$ cat src/spq_pkg.sv
// ----------------------------------------------------------------------------
// spq_pkg
// Shared constants, codes and control types of the sorted priority queue.
// ----------------------------------------------------------------------------
package spq_pkg;

  localparam int DEPTH_DEF = 8;
  localparam int KEY_W     = 16;
  localparam int PID_W     = 16;

  localparam logic [1:0] ACT_ENQ  = 2'd0;
  localparam logic [1:0] ACT_DEQ  = 2'd1;
  localparam logic [1:0] ACT_PEEK = 2'd2;

  localparam logic [1:0] ST_OK    = 2'd0;
  localparam logic [1:0] ST_FULL  = 2'd1;
  localparam logic [1:0] ST_EMPTY = 2'd2;

  typedef enum logic {
    CTL_IDLE,
    CTL_HOLD
  } ctl_state_t;

  typedef struct packed {
    logic       exec;
    logic       enq;
    logic       deq;
    logic       show_head;
    logic [1:0] status;
  } cmd_t;

  typedef struct packed {
    logic empty;
    logic full;
  } dp_stat_t;

endpackage

$ cat src/spq_ctrl.sv
// ----------------------------------------------------------------------------
// spq_ctrl
// Handshake controller: accepts requests, decodes the action, sets the
// status code and drives the datapath commands.
// ----------------------------------------------------------------------------
module spq_ctrl import spq_pkg::*; (
  input  logic       clk,
  input  logic       rst_n,
  input  logic       in_tvalid,
  output logic       in_tready,
  input  logic [1:0] action,
  output logic       out_tvalid,
  input  logic       out_tready,
  input  dp_stat_t   stat,
  output cmd_t       cmd
);

  ctl_state_t state_r, state_nxt;
  logic       accept;

  always_ff @(posedge clk) begin
    if (!rst_n) begin
      state_r <= CTL_IDLE;
    end else begin
      state_r <= state_nxt;
    end
  end

  always_comb begin
    state_nxt  = state_r;
    in_tready  = 1'b0;
    out_tvalid = 1'b0;
    case (state_r)
      CTL_IDLE: begin
        in_tready = 1'b1;
      end
      CTL_HOLD: begin
        out_tvalid = 1'b1;
        in_tready  = out_tready;
      end
      default: begin
        in_tready = 1'b0;
      end
    endcase
    accept = in_tvalid && in_tready;
    if (accept) begin
      state_nxt = CTL_HOLD;
    end else if (state_r == CTL_HOLD && out_tready) begin
      state_nxt = CTL_IDLE;
    end

    cmd           = '0;
    cmd.exec      = accept;
    cmd.status    = ST_OK;
    case (action)
      ACT_ENQ: begin
        if (!stat.empty && stat.full) begin
          cmd.status = ST_FULL;
        end else begin
          cmd.enq = accept;
        end
      end
      ACT_DEQ: begin
        if (stat.empty) begin
          cmd.status = ST_EMPTY;
        end else begin
          cmd.deq       = accept;
          cmd.show_head = 1'b1;
        end
      end
      ACT_PEEK: begin
        if (stat.empty) begin
          cmd.status = ST_EMPTY;
        end else begin
          cmd.show_head = 1'b1;
        end
      end
      default: begin
        cmd.status = ST_OK;
      end
    endcase
  end

endmodule

$ cat src/spq_dpath.sv
// ----------------------------------------------------------------------------
// spq_dpath
// Row of compare-and-shift cells holding the queue compacted from cell 0,
// window indices, and the result register.
// ----------------------------------------------------------------------------
module spq_dpath import spq_pkg::*; #(
  parameter int DEPTH = DEPTH_DEF
) (
  input  logic             clk,
  input  logic             rst_n,
  input  cmd_t             cmd,
  input  logic [PID_W-1:0] in_pid,
  input  logic [KEY_W-1:0] in_key,
  output dp_stat_t         stat,
  output logic [1:0]       res_status,
  output logic [PID_W-1:0] res_pid,
  output logic [KEY_W-1:0] res_key
);

  localparam int IW = (DEPTH > 1) ? $clog2(DEPTH) : 1;

  logic [PID_W-1:0] pid_r [DEPTH];
  logic [KEY_W-1:0] key_r [DEPTH];
  logic [IW-1:0]    head_r, tail_r, cnt;
  logic             empty_r;
  logic [DEPTH-1:0] keep;
  logic [DEPTH-1:0] prev_keep;

  assign cnt        = tail_r - head_r;
  assign stat.empty = empty_r;
  assign stat.full  = (tail_r == IW'(DEPTH - 1));
  assign prev_keep  = {keep[DEPTH-2:0], 1'b1};

  genvar g;
  generate
    for (g = 0; g < DEPTH; g++) begin : g_cell
      logic [PID_W-1:0] pid_below, pid_above;
      logic [KEY_W-1:0] key_below, key_above;

      assign keep[g] = !empty_r && (IW'(g) <= cnt) && (key_r[g] <= in_key);

      if (g == 0) begin : g_first
        assign pid_below = in_pid;
        assign key_below = in_key;
      end else begin : g_mid
        assign pid_below = pid_r[g-1];
        assign key_below = key_r[g-1];
      end

      if (g == DEPTH - 1) begin : g_last
        assign pid_above = pid_r[g];
        assign key_above = key_r[g];
      end else begin : g_inner
        assign pid_above = pid_r[g+1];
        assign key_above = key_r[g+1];
      end

      always_ff @(posedge clk) begin
        if (cmd.enq) begin
          if (!keep[g]) begin
            if (prev_keep[g]) begin
              pid_r[g] <= in_pid;
              key_r[g] <= in_key;
            end else begin
              pid_r[g] <= pid_below;
              key_r[g] <= key_below;
            end
          end
        end else if (cmd.deq) begin
          pid_r[g] <= pid_above;
          key_r[g] <= key_above;
        end
      end
    end
  endgenerate

  always_ff @(posedge clk) begin
    if (!rst_n) begin
      head_r  <= '0;
      tail_r  <= '0;
      empty_r <= 1'b1;
    end else if (cmd.enq) begin
      if (empty_r) begin
        head_r  <= '0;
        tail_r  <= '0;
        empty_r <= 1'b0;
      end else begin
        tail_r <= tail_r + IW'(1);
      end
    end else if (cmd.deq) begin
      if (head_r == tail_r) begin
        head_r  <= '0;
        tail_r  <= '0;
        empty_r <= 1'b1;
      end else begin
        head_r <= head_r + IW'(1);
      end
    end
  end

  always_ff @(posedge clk) begin
    if (cmd.exec) begin
      res_status <= cmd.status;
      res_pid    <= cmd.show_head ? pid_r[0] : '0;
      res_key    <= cmd.show_head ? key_r[0] : '0;
    end
  end

endmodule

$ cat src/sorted_priority_queue.sv
// Result: registered, and valid in the cycle after its request is accepted.
// Throughput: one request per cycle while results are taken at once; the cell
// row inserts or shifts in one step, and a new request enters only when no
// result waits or the waiting result is taken in the same cycle.
// Reset: synchronous, active low; the queue comes up empty with both indices
// at zero. Entry contents are not cleared.
// ----------------------------------------------------------------------------
// sorted_priority_queue
// Priority queue of process entries ordered by start time, with stable
// insertion among equal keys and a linear slot window.
// ----------------------------------------------------------------------------
module sorted_priority_queue import spq_pkg::*; #(
  parameter int DEPTH = DEPTH_DEF
) (
  input  logic        clk,
  input  logic        rst_n,
  input  logic        in_tvalid,
  output logic        in_tready,
  input  logic [31:0] in_tdata,   // process_id[15:0], start_time[31:16]
  input  logic [1:0]  in_tuser,   // action[1:0]
  output logic        out_tvalid,
  input  logic        out_tready,
  output logic [31:0] out_tdata,  // head_process[15:0], head_start[31:16]
  output logic [1:0]  out_tuser   // status[1:0]
);

  cmd_t             cmd;
  dp_stat_t         stat;
  logic [PID_W-1:0] res_pid;
  logic [KEY_W-1:0] res_key;

  spq_ctrl u_ctrl (
    .clk        (clk),
    .rst_n      (rst_n),
    .in_tvalid  (in_tvalid),
    .in_tready  (in_tready),
    .action     (in_tuser),
    .out_tvalid (out_tvalid),
    .out_tready (out_tready),
    .stat       (stat),
    .cmd        (cmd)
  );

  spq_dpath #(
    .DEPTH (DEPTH)
  ) u_dpath (
    .clk        (clk),
    .rst_n      (rst_n),
    .cmd        (cmd),
    .in_pid     (in_tdata[15:0]),
    .in_key     (in_tdata[31:16]),
    .stat       (stat),
    .res_status (out_tuser),
    .res_pid    (res_pid),
    .res_key    (res_key)
  );

  assign out_tdata = {res_key, res_pid};

  a_empty_no_head: assert property (@(posedge clk) disable iff (!rst_n)
    out_tvalid && out_tuser == ST_EMPTY |-> out_tdata == '0)
    else $error("empty status with nonzero head fields");

  a_full_no_head: assert property (@(posedge clk) disable iff (!rst_n)
    out_tvalid && out_tuser == ST_FULL |-> out_tdata == '0)
    else $error("full status with nonzero head fields");

  a_status_code: assert property (@(posedge clk) disable iff (!rst_n)
    out_tvalid |-> out_tuser != 2'd3)
    else $error("undefined status code");

  a_reset_idle: assert property (@(posedge clk)
    !rst_n |=> !out_tvalid)
    else $error("result valid right after reset");

endmodule
$ cat config.mk
export PLATFORM = sky130hd
export DESIGN_NAME = sorted_priority_queue
export DESIGN_NICKNAME = d
export VERILOG_FILES = /design/src/spq_pkg.sv /design/src/spq_ctrl.sv /design/src/spq_dpath.sv /design/src/sorted_priority_queue.sv
export SDC_FILE = /design/constraint.sdc
export NUM_CORES = 1
export LEC_CHECK = 0
export BUFFER_PORTS_ARGS = -buffer_cell sky130_fd_sc_hd__buf_2
export CORE_MARGIN = 2
export CORE_UTILIZATION = 48
export CTS_BUF_LIST = sky130_fd_sc_hd__clkbuf_2 sky130_fd_sc_hd__clkbuf_4 sky130_fd_sc_hd__clkbuf_8
export CTS_CLUSTER_DIAMETER = 50
export DETAILED_ROUTE_END_ITERATION = 8
export GPL_ROUTABILITY_DRIVEN = 0
export MAX_ROUTING_LAYER = met4
export PLACE_DENSITY = 0.71
export RECOVER_POWER = 50
export SLEW_MARGIN = 40
export SYNTH_ARGS = -nofsm -noshare
export SYNTH_HDL_FRONTEND = slang
export SYNTH_SLANG_ARGS = --single-unit
$ cat constraint.sdc
create_clock -name clk -period 6 [get_ports clk]
set_clock_uncertainty 0.1 [all_clocks]
set_input_delay 0.6 -clock clk [delete_from_list [all_inputs] [get_ports clk]]
set_output_delay 0.6 -clock clk [all_outputs]
set_load 0.02 [all_outputs]
==> impl_metrics.json <==
{
  "syn_avg_cell_area_um2": 11.4,
  "chipHeight_um": 196,
  "grt_start_max_net_pins": 114,
  "hp-start": "rst_n",
  "final_common_cell": "edfxtp_1",
  "slowest_stage": "clkbuf_1",
  "yosysWarnings": 0,
  "required_ns": 6.26,
  "grt_overflow": 0,
  "coreArea_um2": 36400,
  "routed_wl_um": 53900,
  "relSlewSlack": -0.351,
  "drt_iter0_drc": 1914,
  "die_area_um2": 38300,
  "finalCritPeriodShare": 0.764,
  "status": "finished with violations",
  "viasPerCell": 6.71,
  "cp_top_family": "buffers and inverters",
  "syn_inst": 1551,
  "cp_cell_sequence": "nand2b_1, and2_2, clkbuf_1, and3_1, o21ai_0, a22oi_1, buf_4, mux2_1",
  "critPathLaunchType": "flip-flop",
  "multi_input_area_um2": 8210,
  "cp.arrival_ns": 4.84,
  "rsz0062_at_grt": "false",
  "cts_resized": 0,
  "critPathLaunch": "u_ctrl.state_r$_SDFFE_PN0P_",
  "drv_slew": 41,
  "fin_setup_tns_ns": 0,
  "cts_sinks": 298,
  "synth_fp_nets": 1727,
  "finalSetupViolations": 0,
  "clk_latency_ns": 0.61,
  "wl_per_cell_um": 25.4,
  "synth-seq-area-share": 0.502,
  "initial_utilization": 0.485,
  "vias": 14200,
  "max-cap-violations": 1,
  "p_per_area_nw_per_um2": 260,
  "min_period_ns": 4.58,
  "cts_buffer_depth": 3,
  "synth-edff-count": 290,
  "synth_seq_cells": 298,
  "peakVddDrop_mv": 0.152,
  "cts_hold_buf": 0,
  "syn_area_um2": 17700,
  "synth_top_area_share": 0.493,
  "antenna_left": 0,
  "post_dp_cell_area_um2": 18600,
  "cp.buffers_inverters": 2,
  "violations": "max-capacitance violations, max-slew violations",
  "cts_root_buffer": "clkbuf_8",
  "dp_hpwl_um": 36600,
  "critical_path_class": "reg2reg",
  "htreeDepth": 2,
  "ys_async_sr_fraction": 0,
  "grt_pass1_wl_um": 82200,
  "grt_pass1_vias": 14100,
  "synth.area.top_cells": "edfxtp_1, ha_1, a221o_1",
  "layout-drive-gt1-share": 0.137,
  "fmax_ghz": 0.218,
  "cts_tree": "yes",
  "layout.cells.most_common_list": "edfxtp_1, nand2_1, nand3_1",
  "path_max_fanout": 40,
  "cts_buffers": 53,
  "leakage_nw": 7.06,
  "rr_startpoint": "u_ctrl.state_r$_SDFFE_PN0P_",
  "post-route-drc-count": 0,
  "synth.distinct_cells": 61,
  "hold_violations": 0,
  "fin_util": 0.536,
  "antenna_found_initial": 4,
  "dr.pass1.iters": 6,
  "finalInstanceArea_um2": 19500,
  "nets": 1791,
  "min_path_type": "in2reg",
  "core.rowCount": 70,
  "nFillCells": 3178,
  "grt_usage": 0.287,
  "io_pins": 74,
  "clk_pin_slew_ns": 0.06,
  "fp.dieW_um": 196,
  "max_stage_delay_ns": 1.45,
  "synth_flop_cell": "edfxtp_1",
  "worstMarginPinSlew_ns": 2.03,
  "yosys.area.top_type": "edfxtp_1",
  "regArea_um2": 8870,
  "area_growth_pct": 10.5,
  "numPortBuffers": 73,
  "post_cts_buffers": 0,
  "setup.worst_path.end_class": "flip-flop"
}
path summary, 6_finish.rpt:
kind / end / slack, ns / depth (start not counted)
worst max-delay path: u_dpath.pid_r[3][28]$_DFFE_PP_ / 1.42 / 8
worst min-delay path: u_dpath.empty_r$_SDFFE_PN1P_ / 0.16 / 2
worst max register to register: u_dpath.pid_r[3][28]$_DFFE_PP_ / 1.42 / 8
worst min register to register: u_dpath.head_r[0]$_SDFFE_PN0P_ / 0.42 / 2
layer usage:
| layer | track usage | wire length [µm] | vias to the layer above |
|---|---|---|---|
| met5 | - | 0 | - |
| met4 | 0.109 | 1860 | 0 |
| met3 | 0.0597 | 5880 | 159 |
| met2 | 0.435 | 24100 | 896 |
| met1 | 0.380 | 22100 | 6953 |
| li1 | - | - | 6222 |
synthesized netlist by cell type (5+ instances only):
master,count
a21boi_0,5
a21o_1,20
a21oi_1,46
a221o_1,95
a22oi_1,34
and2_1,53
buf_1,14
buf_2,21
buf_6,12
clkbuf_1,60
dfxtp_1,8
edfxtp_1,290
ha_1,137
inv_1,32
mux2_1,20
mux2_2,12
nand2_1,181
nand2b_1,7
nand3_1,146
nand4_1,23
nor2_1,37
nor2b_1,15
nor3_1,8
nor3b_1,94
o211ai_1,69
o211ai_2,30
o21ai_0,18
flip-flops by register name, summed over array words and instances, names as in the netlist:
name,count
u_dpath.key_r,128
u_ctrl.state_r,1
u_dpath.tail_r,3
u_dpath.res_status,2
u_dpath.head_r,3
u_dpath.empty_r,1
u_dpath.pid_r,128
u_dpath.res_key,16
u_dpath.res_pid,16
cells by family after synthesis:
family | Yosys count | synth area share
XOR/XNOR | 2 | 0.00184
AO/OA/AOI/OAI | 349 | 0.164
flip-flops | 298 | 0.502
AND/OR/NAND/NOR | 588 | 0.175
multiplexers | 32 | 0.0204
buffers and inverters | 144 | 0.0381
adder cells (fa/ha/maj) | 138 | 0.0982
area by class of cell:
cell class                      instances  share of cell area
Sequential cell                       298               0.454
Antenna cell                            1            0.000128
Tap cell                              468              0.0300
Inverter                               32             0.00615
Clock inverter                         11             0.00391
Timing Repair Buffer                  121              0.0358
Clock buffer                           80              0.0494
Multi-Input combinational cell       1109               0.420
power breakdown:
part           switching (mW)  total, mW  internal (mW)
sequential             0.0645       2.49           2.43
combinational           0.429      0.676          0.247
clock                   0.854       1.91           1.06
metrics by stage:
| step | worst slack, ns | cells | hold WS [ns] | power [mW] |
|---|---|---|---|---|
| floorplan | 0.956 | 1551 | 0.381 | 2.95 |
| global placement | 1.32 | 2023 | 0.404 | 3.16 |
| detailed placement | 1.64 | 2028 | 0.409 | 3.20 |
| CTS | 2.21 | 2119 | 0.131 | 5.10 |
| global route | 1.03 | 2120 | 0.160 | 5.25 |
| finish | 1.42 | 2120 | 0.159 | 5.08 |
worst reg2reg max path: stages (launching register included):
cell and delay, ns:
dfxtp_1 0.31, nand2b_1 0.14, and2_2 0.16, clkbuf_1 1.45, and3_1 0.61, o21ai_0 0.31, a22oi_1 0.49, buf_4 0.38
mux2_1 0.39
(Power assumes the default switching activity.)
